$ cat src/hdl/pnd_pkg.sv
package pnd_pkg;

   localparam int MAX_NAME_LEN = 16;
   localparam int CNT_W = $clog2(MAX_NAME_LEN + 1);
   localparam int IDX_W = $clog2(MAX_NAME_LEN);

   // Kind codes stored in the pad queue.
   localparam logic [1:0] PAD_SPACE       = 2'd0;
   localparam logic [1:0] PAD_SHIFT_SPACE = 2'd1;
   localparam logic [1:0] PAD_NUL         = 2'd2;

   localparam logic [7:0] BYTE_SPACE       = 8'h20;
   localparam logic [7:0] BYTE_SHIFT_SPACE = 8'hA0;
   localparam logic [7:0] BYTE_NUL         = 8'h00;

   localparam logic [7:0] CHAR_UNDERSCORE = 8'h5F;
   localparam logic [7:0] CHAR_DASH       = 8'h2D;
   localparam logic [7:0] CHAR_BAR        = 8'h7C;
   localparam logic [7:0] CHAR_PLUS       = 8'h2B;
   localparam logic [7:0] CHAR_HASH       = 8'h23;
   localparam logic [7:0] CHAR_DOT        = 8'h2E;

   typedef enum logic [2:0] {
      ST_IDLE,
      ST_FETCH,
      ST_PAD,
      ST_BYTE,
      ST_END
   } state_type;

   typedef enum logic [1:0] {
      EMIT_NONE,
      EMIT_PAD,
      EMIT_BYTE,
      EMIT_END
   } emit_type;

   typedef struct packed {
      logic     take;
      logic     next_pad;
      emit_type emit;
   } cmd_type;

   typedef struct packed {
      logic room;
      logic is_pad;
      logic last;
      logic pending_any;
      logic drain_more;
      logic out_free;
   } status_type;

   function automatic logic [7:0] pad_byte(logic [1:0] kind);
      logic [7:0] b;
      case (kind)
         PAD_SPACE:       b = BYTE_SPACE;
         PAD_SHIFT_SPACE: b = BYTE_SHIFT_SPACE;
         default:         b = BYTE_NUL;
      endcase
      return b;
   endfunction

   function automatic logic [1:0] pad_kind(logic [7:0] b);
      logic [1:0] kind;
      if (b == BYTE_SPACE) begin
         kind = PAD_SPACE;
      end else if (b == BYTE_SHIFT_SPACE) begin
         kind = PAD_SHIFT_SPACE;
      end else begin
         kind = PAD_NUL;
      end
      return kind;
   endfunction

   function automatic logic [7:0] display_char(logic [7:0] b);
      logic [7:0] c;
      logic [7:0] r;
      c = b;
      // Fold the shifted letter and graphics ranges onto their base codes.
      if (c >= 8'hC0 && c <= 8'hDF) begin
         c = c - 8'h60;
      end else if (c >= 8'hE0) begin
         c = c - 8'h40;
      end
      if (c >= 8'h20 && c <= 8'h5A) begin
         r = c;
      end else if (c == 8'h5B || c == 8'h5D) begin
         r = c;
      end else if (c < 8'h20 || (c >= 8'h80 && c <= 8'h9F)) begin
         r = CHAR_UNDERSCORE;
      end else if (c == BYTE_SHIFT_SPACE) begin
         r = BYTE_SPACE;
      end else if (c >= 8'hA1 && c <= 8'hBF) begin
         r = CHAR_HASH;
      end else begin
         case (c)
            8'h60, 8'h63, 8'h64, 8'h77, 8'h78: r = CHAR_DASH;
            8'h5C, 8'h62, 8'h65, 8'h67, 8'h74: r = CHAR_BAR;
            8'h69, 8'h6A, 8'h6B, 8'h6C, 8'h6E, 8'h6F, 8'h70,
            8'h72, 8'h73, 8'h75, 8'h7A, 8'h7B, 8'h7D: r = CHAR_PLUS;
            8'h61, 8'h66, 8'h76, 8'h79, 8'h7C, 8'h7E, 8'h7F: r = CHAR_HASH;
            default: r = CHAR_DOT;
         endcase
      end
      return r;
   endfunction

endpackage

$ cat src/hdl/petscii_name_display_converter_core.sv
// Channel   Direction  Handshake          Word
// req_      in         req_valid/stall    name_byte, last_byte
// rsp_      out        rsp_valid/stall    out_char, has_char, name_end
// csr_      in         csr_valid/ready    raw_mode
//
// A pad byte, or a byte dropped past the length limit, is taken in idle and leaves
// the FSM in idle unless it is the last byte. A kept non-pad byte first drains the
// held pads, each with a queue read step and an output step, and is then emitted.
// A name that ends with nothing to emit goes to ST_END for the end word.
// Reset clears the mode register, the queue count, the byte count and the FSM.
// A stall on rsp_ holds the FSM in its emitting state; req_ is taken only in idle.
module petscii_name_display_converter_core (
   input  logic       clock,
   input  logic       reset,
   input  logic       req_valid,
   output logic       req_stall,
   input  logic [7:0] req_name_byte,
   input  logic       req_last_byte,
   output logic       rsp_valid,
   input  logic       rsp_stall,
   output logic [7:0] rsp_out_char,
   output logic       rsp_has_char,
   output logic       rsp_name_end,
   input  logic       csr_valid,
   output logic       csr_ready,
   input  logic       csr_raw_mode
);

   pnd_pkg::cmd_type    cmd;
   pnd_pkg::status_type status;

   pnd_ctrl u_ctrl (
      .clock     (clock),
      .reset     (reset),
      .req_valid (req_valid),
      .status    (status),
      .req_stall (req_stall),
      .cmd       (cmd)
   );

   pnd_datapath u_datapath (
      .clock         (clock),
      .reset         (reset),
      .cmd           (cmd),
      .status        (status),
      .req_name_byte (req_name_byte),
      .req_last_byte (req_last_byte),
      .csr_valid     (csr_valid),
      .csr_ready     (csr_ready),
      .csr_raw_mode  (csr_raw_mode),
      .rsp_valid     (rsp_valid),
      .rsp_stall     (rsp_stall),
      .rsp_out_char  (rsp_out_char),
      .rsp_has_char  (rsp_has_char),
      .rsp_name_end  (rsp_name_end)
   );

endmodule

$ cat src/hdl/pnd_ctrl.sv
module pnd_ctrl (
   input  logic                clock,
   input  logic                reset,
   input  logic                req_valid,
   input  pnd_pkg::status_type status,
   output logic                req_stall,
   output pnd_pkg::cmd_type    cmd
);

   pnd_pkg::state_type state_ff;
   pnd_pkg::state_type state_in;

   always_ff @(posedge clock) begin
      if (reset) begin
         state_ff <= pnd_pkg::ST_IDLE;
      end else begin
         state_ff <= state_in;
      end
   end

   always_comb begin
      state_in = state_ff;
      case (state_ff)
         pnd_pkg::ST_IDLE: begin
            if (req_valid) begin
               if (status.room && !status.is_pad) begin
                  state_in = status.pending_any ? pnd_pkg::ST_FETCH : pnd_pkg::ST_BYTE;
               end else if (status.last) begin
                  state_in = pnd_pkg::ST_END;
               end
            end
         end
         pnd_pkg::ST_FETCH: state_in = pnd_pkg::ST_PAD;
         pnd_pkg::ST_PAD: begin
            if (status.out_free) begin
               state_in = status.drain_more ? pnd_pkg::ST_FETCH : pnd_pkg::ST_BYTE;
            end
         end
         pnd_pkg::ST_BYTE: begin
            if (status.out_free) begin
               state_in = pnd_pkg::ST_IDLE;
            end
         end
         pnd_pkg::ST_END: begin
            if (status.out_free) begin
               state_in = pnd_pkg::ST_IDLE;
            end
         end
         default: state_in = pnd_pkg::ST_IDLE;
      endcase
   end

   always_comb begin
      req_stall    = 1'b1;
      cmd.take     = 1'b0;
      cmd.next_pad = 1'b0;
      cmd.emit     = pnd_pkg::EMIT_NONE;
      case (state_ff)
         pnd_pkg::ST_IDLE: begin
            req_stall = 1'b0;
            cmd.take  = req_valid;
         end
         pnd_pkg::ST_FETCH: begin
         end
         pnd_pkg::ST_PAD: begin
            if (status.out_free) begin
               cmd.emit     = pnd_pkg::EMIT_PAD;
               cmd.next_pad = 1'b1;
            end
         end
         pnd_pkg::ST_BYTE: begin
            if (status.out_free) begin
               cmd.emit = pnd_pkg::EMIT_BYTE;
            end
         end
         pnd_pkg::ST_END: begin
            if (status.out_free) begin
               cmd.emit = pnd_pkg::EMIT_END;
            end
         end
         default: begin
         end
      endcase
   end

endmodule

$ cat src/hdl/pnd_datapath.sv
module pnd_datapath (
   input  logic                clock,
   input  logic                reset,
   input  pnd_pkg::cmd_type    cmd,
   output pnd_pkg::status_type status,
   input  logic [7:0]          req_name_byte,
   input  logic                req_last_byte,
   input  logic                csr_valid,
   output logic                csr_ready,
   input  logic                csr_raw_mode,
   output logic                rsp_valid,
   input  logic                rsp_stall,
   output logic [7:0]          rsp_out_char,
   output logic                rsp_has_char,
   output logic                rsp_name_end
);

   localparam logic [pnd_pkg::CNT_W-1:0] MAX_CNT = pnd_pkg::CNT_W'(pnd_pkg::MAX_NAME_LEN);
   localparam logic [pnd_pkg::CNT_W-1:0] ONE_CNT = pnd_pkg::CNT_W'(1);

   logic [1:0] pad_mem [pnd_pkg::MAX_NAME_LEN];

   logic                      raw_mode_ff;
   logic [pnd_pkg::CNT_W-1:0] pending_ff;
   logic [pnd_pkg::CNT_W-1:0] pending_in;
   logic [pnd_pkg::CNT_W-1:0] taken_ff;
   logic [pnd_pkg::CNT_W-1:0] taken_in;
   logic [pnd_pkg::CNT_W-1:0] drain_idx_ff;
   logic [pnd_pkg::CNT_W-1:0] drain_idx_in;
   logic [pnd_pkg::CNT_W-1:0] drain_idx_next;
   logic [1:0]                rd_kind_ff;
   logic [7:0]                byte_ff;
   logic                      last_ff;

   logic                      rsp_valid_ff;
   logic                      rsp_valid_in;
   logic [7:0]                out_char_ff;
   logic [7:0]                out_char_in;
   logic                      has_char_ff;
   logic                      has_char_in;
   logic                      name_end_ff;
   logic                      name_end_in;

   logic                      req_is_pad;
   logic                      room;
   logic                      queue_write;
   logic [7:0]                emit_byte;
   logic [7:0]                emit_conv;

   assign csr_ready = 1'b1;

   assign req_is_pad = (req_name_byte == pnd_pkg::BYTE_SPACE) ||
                       (req_name_byte == pnd_pkg::BYTE_SHIFT_SPACE) ||
                       (req_name_byte == pnd_pkg::BYTE_NUL);
   assign room        = taken_ff < MAX_CNT;
   assign queue_write = cmd.take && room && req_is_pad && (pending_ff < MAX_CNT);
   assign drain_idx_next = drain_idx_ff + ONE_CNT;

   assign status.room        = room;
   assign status.is_pad      = req_is_pad;
   assign status.last        = req_last_byte;
   assign status.pending_any = pending_ff != '0;
   assign status.drain_more  = drain_idx_next < pending_ff;
   assign status.out_free    = !rsp_valid_ff || !rsp_stall;

   always_ff @(posedge clock) begin
      if (queue_write) begin
         pad_mem[pending_ff[pnd_pkg::IDX_W-1:0]] <= pnd_pkg::pad_kind(req_name_byte);
      end
      rd_kind_ff <= pad_mem[drain_idx_ff[pnd_pkg::IDX_W-1:0]];
   end

   always_comb begin
      taken_in     = taken_ff;
      pending_in   = pending_ff;
      drain_idx_in = drain_idx_ff;
      if (cmd.take) begin
         drain_idx_in = '0;
         if (req_last_byte) begin
            taken_in = '0;
         end else if (room) begin
            taken_in = taken_ff + ONE_CNT;
         end
         // A name that ends without a kept byte drops its held pads.
         if (req_last_byte && !(room && !req_is_pad)) begin
            pending_in = '0;
         end else if (queue_write) begin
            pending_in = pending_ff + ONE_CNT;
         end
      end
      if (cmd.next_pad) begin
         drain_idx_in = drain_idx_next;
      end
      if (cmd.emit == pnd_pkg::EMIT_BYTE) begin
         pending_in = '0;
      end
   end

   always_comb begin
      case (cmd.emit)
         pnd_pkg::EMIT_PAD: emit_byte = pnd_pkg::pad_byte(rd_kind_ff);
         default:           emit_byte = byte_ff;
      endcase
      emit_conv = raw_mode_ff ? emit_byte : pnd_pkg::display_char(emit_byte);
   end

   always_comb begin
      rsp_valid_in = rsp_valid_ff && rsp_stall;
      out_char_in  = out_char_ff;
      has_char_in  = has_char_ff;
      name_end_in  = name_end_ff;
      case (cmd.emit)
         pnd_pkg::EMIT_PAD: begin
            rsp_valid_in = 1'b1;
            out_char_in  = emit_conv;
            has_char_in  = 1'b1;
            name_end_in  = 1'b0;
         end
         pnd_pkg::EMIT_BYTE: begin
            rsp_valid_in = 1'b1;
            out_char_in  = emit_conv;
            has_char_in  = 1'b1;
            name_end_in  = last_ff;
         end
         pnd_pkg::EMIT_END: begin
            rsp_valid_in = 1'b1;
            out_char_in  = '0;
            has_char_in  = 1'b0;
            name_end_in  = 1'b1;
         end
         default: begin
         end
      endcase
   end

   always_ff @(posedge clock) begin
      if (reset) begin
         raw_mode_ff  <= 1'b0;
         pending_ff   <= '0;
         taken_ff     <= '0;
         drain_idx_ff <= '0;
         rsp_valid_ff <= 1'b0;
      end else begin
         if (csr_valid && csr_ready) begin
            raw_mode_ff <= csr_raw_mode;
         end
         pending_ff   <= pending_in;
         taken_ff     <= taken_in;
         drain_idx_ff <= drain_idx_in;
         rsp_valid_ff <= rsp_valid_in;
      end
   end

   always_ff @(posedge clock) begin
      if (cmd.take) begin
         byte_ff <= req_name_byte;
         last_ff <= req_last_byte;
      end
      out_char_ff <= out_char_in;
      has_char_ff <= has_char_in;
      name_end_ff <= name_end_in;
   end

   assign rsp_valid    = rsp_valid_ff;
   assign rsp_out_char = out_char_ff;
   assign rsp_has_char = has_char_ff;
   assign rsp_name_end = name_end_ff;

endmodule

$ cat config.mk
export PLATFORM = sky130hd
export DESIGN_NAME = petscii_name_display_converter_core
export DESIGN_NICKNAME = d
export VERILOG_FILES = /design/src/hdl/pnd_pkg.sv /design/src/hdl/petscii_name_display_converter_core.sv /design/src/hdl/pnd_ctrl.sv /design/src/hdl/pnd_datapath.sv
export SDC_FILE = /design/constraint.sdc
export NUM_CORES = 1
export LEC_CHECK = 0
export ABC_AREA = 1
export BUFFER_PORTS_ARGS = -buffer_cell sky130_fd_sc_hd__buf_2
export CAP_MARGIN = 5
export CORE_MARGIN = 2
export CORE_UTILIZATION = 41
export CTS_BUF_LIST = sky130_fd_sc_hd__clkbuf_2
export DETAILED_ROUTE_END_ITERATION = 12
export HOLD_SLACK_MARGIN = 0.02
export PLACE_DENSITY = 0.58
export SLEW_MARGIN = 10
export SYNTH_ARGS = -nofsm -noshare
export SYNTH_HDL_FRONTEND = slang
export SYNTH_SLANG_ARGS = --single-unit
export TNS_END_PERCENT = 1
$ cat constraint.sdc
create_clock -name clock -period 5.9 [get_ports clock]
set_clock_uncertainty 0.1 [all_clocks]
set_input_delay 1.18 -clock clock [delete_from_list [all_inputs] [get_ports clock]]
set_output_delay 1.18 -clock clock [all_outputs]
set_load 0.02 [all_outputs]
==> results of run 1 <==
==> layout make-up <==
type | instances | area (um^2)
repair buffers | 27 | 138
well taps | 133 | 166
multi-input cells | 322 | 1780
flip-flops and latches | 73 | 1970
clock inverters | 7 | 70.1
clock buffers | 9 | 45.0
inverters | 70 | 263
fillers | 964 | 5250
==> sequential cells by signal, summed over array words and instances, names as in the netlist <==
signal,cells
u_datapath.drain_idx_ff,5
u_datapath.rd_kind_ff,2
u_datapath.pending_ff,5
u_datapath.raw_mode_ff,1
u_datapath.rsp_out_char,8
u_datapath.rsp_name_end,1
u_datapath.byte_ff,8
u_ctrl.state_ff,3
u_datapath.rsp_valid,1
u_datapath.last_ff,1
u_datapath.taken_ff,5
u_datapath.pad_mem,32
u_datapath.rsp_has_char,1
==> power by group through the flow <==
stage	clock (mW)	combinational, mW	sequential [mW]
finish	0.279	0.843	0.704
global route	0.310	0.961	0.719
CTS	0.286	0.842	0.706
detailed placement	0	0.837	0.718
global placement	0	0.834	0.718
floorplan	0	0.633	0.730
==> cell families after synthesis <==
group	after synthesis	synth area share (%)
AND/OR/NAND/NOR	215	25.4
AO/OA/AOI/OAI	80	11.1
buffers and inverters	77	7.25
flip-flops	73	48.8
adder cells (fa/ha/maj)	15	4.65
multiplexers	8	1.98
XOR/XNOR	3	0.651
other	1	0.0929
==> synthesized netlist by cell type (2+ instances only) <==
cell and n:
nand2_1 93, inv_1 60, edfxtp_1 51, nor2_1 45, a21oi_1 35, nand3_1 31, o21ai_0 25, dfxtp_1 22
ha_1 15, inv_2 9, mux2i_1 8, nor3_1 8, o211ai_1 8, nand2_2 6, nand4_1 6, nor2_2 6
clkbuf_1 5, nor2_4 5, nand3_2 4, nor4_1 4, a31oi_1 3, a211oi_1 2, a21boi_0 2, nand2_4 2
o21a_1 2, or2_2 2, xor2_1 2
==> metal layers <==
| metal | part of all wire, % | GRT usage [%] |
|---|---|---|
| met1 | 50 | 24.5 |
| met2 | 45 | 26.5 |
| met3 | 3.8 | 3.02 |
| met4 | 1.3 | 6.07 |
| met5 | 0 | 0 |
==> critical path: stages <==
cell	delay (ns)
buf_2	0.10
nand2_1	0.17
nand3_4	0.16
nand2_1	0.11
nand2_1	0.10
ha_1	0.27
inv_1	0.12
nand3_1	0.10
nand3_1	0.13
nand2_2	0.11
nor2_4	0.12
nand3_1	0.10
nand2_2	0.15
nand2_4	0.08
nand3_2	0.09
nand2_1	0.07
inv_1	0.07
nor2_2	0.03
==> final timing paths <==
path / slack, ns / cells past startpoint / startpoint / end
max: 2.82 / 18 / rsp_stall / u_datapath.rsp_out_char[1]
min: 0.40 / 2 / u_datapath.drain_idx_ff[4] / u_datapath.drain_idx_ff[4]
max reg2reg: 2.92 / 10 / u_datapath.drain_idx_ff[0] / u_ctrl.state_ff[1]
min reg2reg: 0.40 / 2 / u_datapath.drain_idx_ff[4] / u_datapath.drain_idx_ff[4]
==> cell usage in the layout, fill, tap and decap left out, drive strengths merged, types with 3 or more instances in the layout <==
cell type	instances
nand2	101
inv	70
nor2	57
edfxtp	51
nand3	36
a21oi	35
buf	27
o21ai	25
dfxtp	22
ha	15
clkbuf	9
nor3	8
mux2i	8
o211ai	8
nand4	6
nor4	4
clkinv	4
a31oi	3
or2	3
==> flow_summary.json, run 1 <==
{
  "status": "finished clean",
  "drive_above_1_share_pct": 15.4,
  "firstDrtPassIters": 5,
  "grt_pass1_wl_um": 14000,
  "vdd_drop_max_v": 0.000237,
  "insertion_delay_ns": 0.52,
  "intPower_mw": 1.02,
  "tns_ns": 0,
  "antenna_found_initial": 0,
  "power_leakage_nw": 1.84,
  "clk_pin_slew_worst_paths_ns": 0.21,
  "synth_top_cell_area_share_pct": 37.9,
  "postSynthAreaPerCell_um2": 8.55,
  "final-max-slew-violation-count": 0,
  "cts_setup_buffers": 0,
  "viasPerCell": 4.98,
  "gr-total-overflow": 0,
  "p_sw_share_pct": 44.2,
  "grt_pass1_vias": 2933,
  "seqPwrFrac_pct": 38.6,
  "synthArstFlopShare_pct": 0,
  "synth_area_leaders": "edfxtp_1 (38%), dfxtp_1 (11%), nand2_1 (8.6%), inv_1 (5.6%), ha_1 (4.6%)",
  "dr_total_vias": 3194,
  "io_buffers": 26,
  "clock_path_buffers": 2,
  "root_buffer": "clkbuf_2",
  "synthesis.nets": 502,
  "seq_area_frac_synth_pct": 48.8,
  "start_kind": "input port",
  "drt_iter0_drc": 176,
  "rsz0062_at_grt": "false",
  "setup_ws_ns": 2.82,
  "cts_buffers": 9,
  "drt_wl_total_um": 8450,
  "synth_cells": 472,
  "fin_area_um2": 4430,
  "area_growth_pct": 9.79,
  "synth_top_cell_by_area": "edfxtp_1",
  "nets": 533,
  "clkSinkCount": 73,
  "end_kind": "register",
  "finalCritPeriodShare_pct": 52.2,
  "gp_congestion": 0.878,
  "antenna_left": 0,
  "hp-class": "reg -> reg",
  "pre_cts_slack_ns": 2.32,
  "min_period_ns": 3.08,
  "synth_edf_count": 51,
  "placement_rows": 36,
  "yosys_register_bits": 73,
  "cts_max_level": 3,
  "whs_ns": 0.396,
  "post_cts_resized": 0,
  "dpl.hpwl_um": 6410,
  "power_density_nw_per_um2": 412,
  "p_clk_share_pct": 15.3,
  "fmax_ghz": 0.325,
  "cts_tree": "built",
  "netlist_area_um2": 4040,
  "start_util_pct": 41.7,
  "wire_per_inst_um": 13.2,
  "ys_warn_count": 0,
  "grt_max_degree": 30,
  "gr-usage-all-layers_pct": 17.2,
  "ioPinCount": 28,
  "finalNonFillerCells": 641,
  "place_area_um2": 4320,
  "cap_viol_max_count": 0,
  "ctsHoldBuffers": 0,
  "critPathKind": "in -> reg",
  "die-width_um": 103,
  "n_antenna_cell": 0,
  "tightest_slew_ns": 1.16,
  "die-area_um2": 10700,
  "power.total_mw": 1.83,
  "synthDistinctLibCells": 38,
  "core_um2": 9680,
  "relSlewSlack_pct": 22.5,
  "p_sw_uw": 807,
  "cp.arrival_ns": 3.27,
  "fp.dieH_um": 103,
  "required_ns": 6.09,
  "setup_violations": 0,
  "synth_ff_type": "edfxtp_1",
  "path_max_fanout": 10,
  "fin_util_pct": 45.8,
  "final_hold_viol_count": 0,
  "drc": 0,
  "pwr-share-comb_pct": 46.2,
  "dp.cells": 625
}
Power figures use the tool's default switching activity.
==> inputs of run 2 (changes only) <==
--- a/config.mk
+++ b/config.mk
@@ -13,7 +13,7 @@
 export CTS_BUF_LIST = sky130_fd_sc_hd__clkbuf_2
 export DETAILED_ROUTE_END_ITERATION = 12
 export HOLD_SLACK_MARGIN = 0.02
-export PLACE_DENSITY = 0.58
+export PLACE_DENSITY = 0.6
 export SLEW_MARGIN = 10
 export SYNTH_ARGS = -nofsm -noshare
 export SYNTH_HDL_FRONTEND = slang
==> constraint.sdc (replaced) <==
create_clock -name clock -period 2.53 [get_ports clock]
set_clock_uncertainty 0.1 [all_clocks]
set_input_delay 0.506 -clock clock [delete_from_list [all_inputs] [get_ports clock]]
set_output_delay 0.506 -clock clock [all_outputs]
set_load 0.02 [all_outputs]
==> run 2 against run 1 <==
Compared with the run above:
- the flow now finishes with violations (setup timing)
- count of clock-buffer cells in the layout up 2
- clock power increased by 130%
- sequential power rose by 130%
- non-clock buffer count rose by 37
- sequential share of layout area shrank 4.8 points
- first-iteration DRC count shrank 40%
- wire length up 9.9%
- critical path type is now reg -> reg
- critical endpoint is now u_datapath.rsp_out_char[4]
- largest cell class is now multi-input gates
==> flow_summary.json, run 2 (same netlist as run 1, synthesis figures left out) <==
{
  "status": "complete, but fails checks",
  "violations": "setup timing",
  "filler_cell_count": 919,
  "busiest_layer": "met2",
  "reg2regPathDepth": 18,
  "path_max_fanout": 5,
  "power_density_nw_per_um2": 1000,
  "fin_area_um2": 5000,
  "drive_above_1_share_pct": 31.0,
  "die-width_um": 103,
  "wire_per_inst_um": 13.7,
  "cpMostUsedCell": "nand2_4",
  "final-max-slew-violation-count": 0,
  "placement_rows": 36,
  "gp_congestion": 0.912,
  "gr-total-overflow": 0,
  "setup_violations": 3,
  "crit_buf_inv": 2,
  "max_stage_delay_ns": 0.43,
  "fmax_ghz": 0.392,
  "use_met3_pct": 3.97,
  "antenna_found_initial": 0,
  "cp.arrival_ns": 2.70,
  "setup_ws_ns": -0.0216,
  "gr-usage-all-layers_pct": 18.1,
  "viasPerCell": 4.95,
  "cts_max_level": 3,
  "place_area_um2": 4550,
  "final_hold_viol_count": 0,
  "cts_tree": "built",
  "critPathKind": "reg -> reg",
  "power.total_mw": 5.01,
  "fp.dieH_um": 103,
  "power_leakage_nw": 2.05,
  "ioPinCount": 28,
  "nets": 570,
  "rrSetupSlack_ns": -0.02,
  "drc": 0,
  "use_met2_pct": 29.5,
  "antenna_left": 0,
  "fin_util_pct": 51.6,
  "root_buffer": "clkbuf_2",
  "largest_reg_flops": 32,
  "critical-path-slowest-cell": "dfxtp_4",
  "cap_viol_max_count": 0,
  "core_um2": 9680,
  "clk_pin_slew_worst_paths_ns": 0.24,
  "start_kind": "register",
  "crit_cells": 18,
  "path_cells": "inv_4 > nand2_2 > nor2_4 > nand3_4 > nand2_4 > ha_4 > buf_6 > nand3_4 > nand2_4 > nand2_4 > nor2_4 > nand3_2 > nand2_2 > nand2_4 > nand2_4 > nand2_2 > nand2_2 > a21oi_2",
  "cts_buffers": 9,
  "grt_max_degree": 28,
  "min_period_ns": 2.55,
  "clkSinkCount": 73,
  "rsz0062_at_grt": "true",
  "start_util_pct": 41.7,
  "clock_path_buffers": 2,
  "die-area_um2": 10700,
  "finalCritPeriodShare_pct": 101,
  "path_delay_family": "simple AND/OR/NAND/NOR gates",
  "firstDrtPassIters": 4,
  "tns_ns": -0.0359,
  "hp-class": "in -> reg",
  "end_kind": "register",
  "io_buffers": 26,
  "mostFrequentLayoutCell": "nand2_1",
  "dpl.hpwl_um": 6670,
  "drt_wl_total_um": 9280,
  "final_cell_mix": "nand2_1 (76), inv_1 (55), edfxtp_1 (51)",
  "grt_pass1_vias": 3177,
  "grt_pass1_wl_um": 14800,
  "dr_total_vias": 3358,
  "hold_path_depth": 1,
  "area_growth_pct": 23.7,
  "vdd_drop_max_v": 0.000617,
  "n_antenna_cell": 0,
  "required_ns": 2.68,
  "drt_iter0_drc": 106,
  "insertion_delay_ns": 0.54,
  "use_met1_pct": 24.3
}
==> run 2: worst paths after layout <==
check | start | end
worst max-delay path | u_ctrl.state_ff[0] | u_datapath.rsp_out_char[4]
worst min-delay path | req_name_byte[6] | u_datapath.byte_ff[6]
worst max register to register | u_ctrl.state_ff[0] | u_datapath.rsp_out_char[4]
worst min register to register | u_datapath.drain_idx_ff[4] | u_datapath.drain_idx_ff[4]
==> run 2: cell type report <==
cell class | count | area [um^2] | area share (%)
Multi-Input combinational cell | 322 | 2040 | 40.9
Sequential cell | 73 | 1980 | 39.7
Timing Repair Buffer | 64 | 424 | 8.49
Inverter | 70 | 270 | 5.41
Tap cell | 133 | 166 | 3.33
Clock buffer | 11 | 55.1 | 1.10
Clock inverter | 5 | 55.1 | 1.10
==> run 2: power by group <==
group	switching (mW)	internal (mW)
sequential	0.0910	1.51
clock	0.415	0.235
combinational	1.68	1.08
==> run 2: worst reg2reg max path, cell delays in order, from the launching register on <==
cell and delay (ns):
dfxtp_4 0.43, inv_4 0.08, nand2_2 0.06, nor2_4 0.13
nand3_4 0.11, nand2_4 0.10, ha_4 0.15, buf_6 0.11
nand3_4 0.09, nand2_4 0.10, nand2_4 0.07, nor2_4 0.19
nand3_2 0.10, nand2_2 0.09, nand2_4 0.07, nand2_4 0.10
nand2_2 0.06, nand2_2 0.07, a21oi_2 0.06
==> run 2: metrics by stage <==
| stage | hold slack, ns | setup slack [ns] | cells |
|---|---|---|---|
| 2_1_floorplan | 0.352 | 0.0303 | 472 |
| 3_3_place_gp | 0.362 | -0.140 | 656 |
| 3_5_place_dp | 0.364 | -0.171 | 656 |
| 4_1_cts | 0.0502 | 0.0100 | 675 |
| 5_1_grt | 0.0544 | -0.141 | 678 |
| 6_report | 0.0854 | -0.0216 | 678 |
==> run 2: timing repair <==
action | CTS | global route
pin swaps | 6 | 17
gates resized for setup | 18 | 64
endpoints found under the hold margin | 2 | 0
setup endpoints to repair | 7 | 39
setup buffers | 1 | 3
hold buffers | 2 | 0
==> run 2: routing by layer <==
layer,part of all wire [%],vias to the layer above
met5,0,-
met4,1.8,0
met3,4.2,12
met2,48,64
met1,46,1559
li1,-,1723
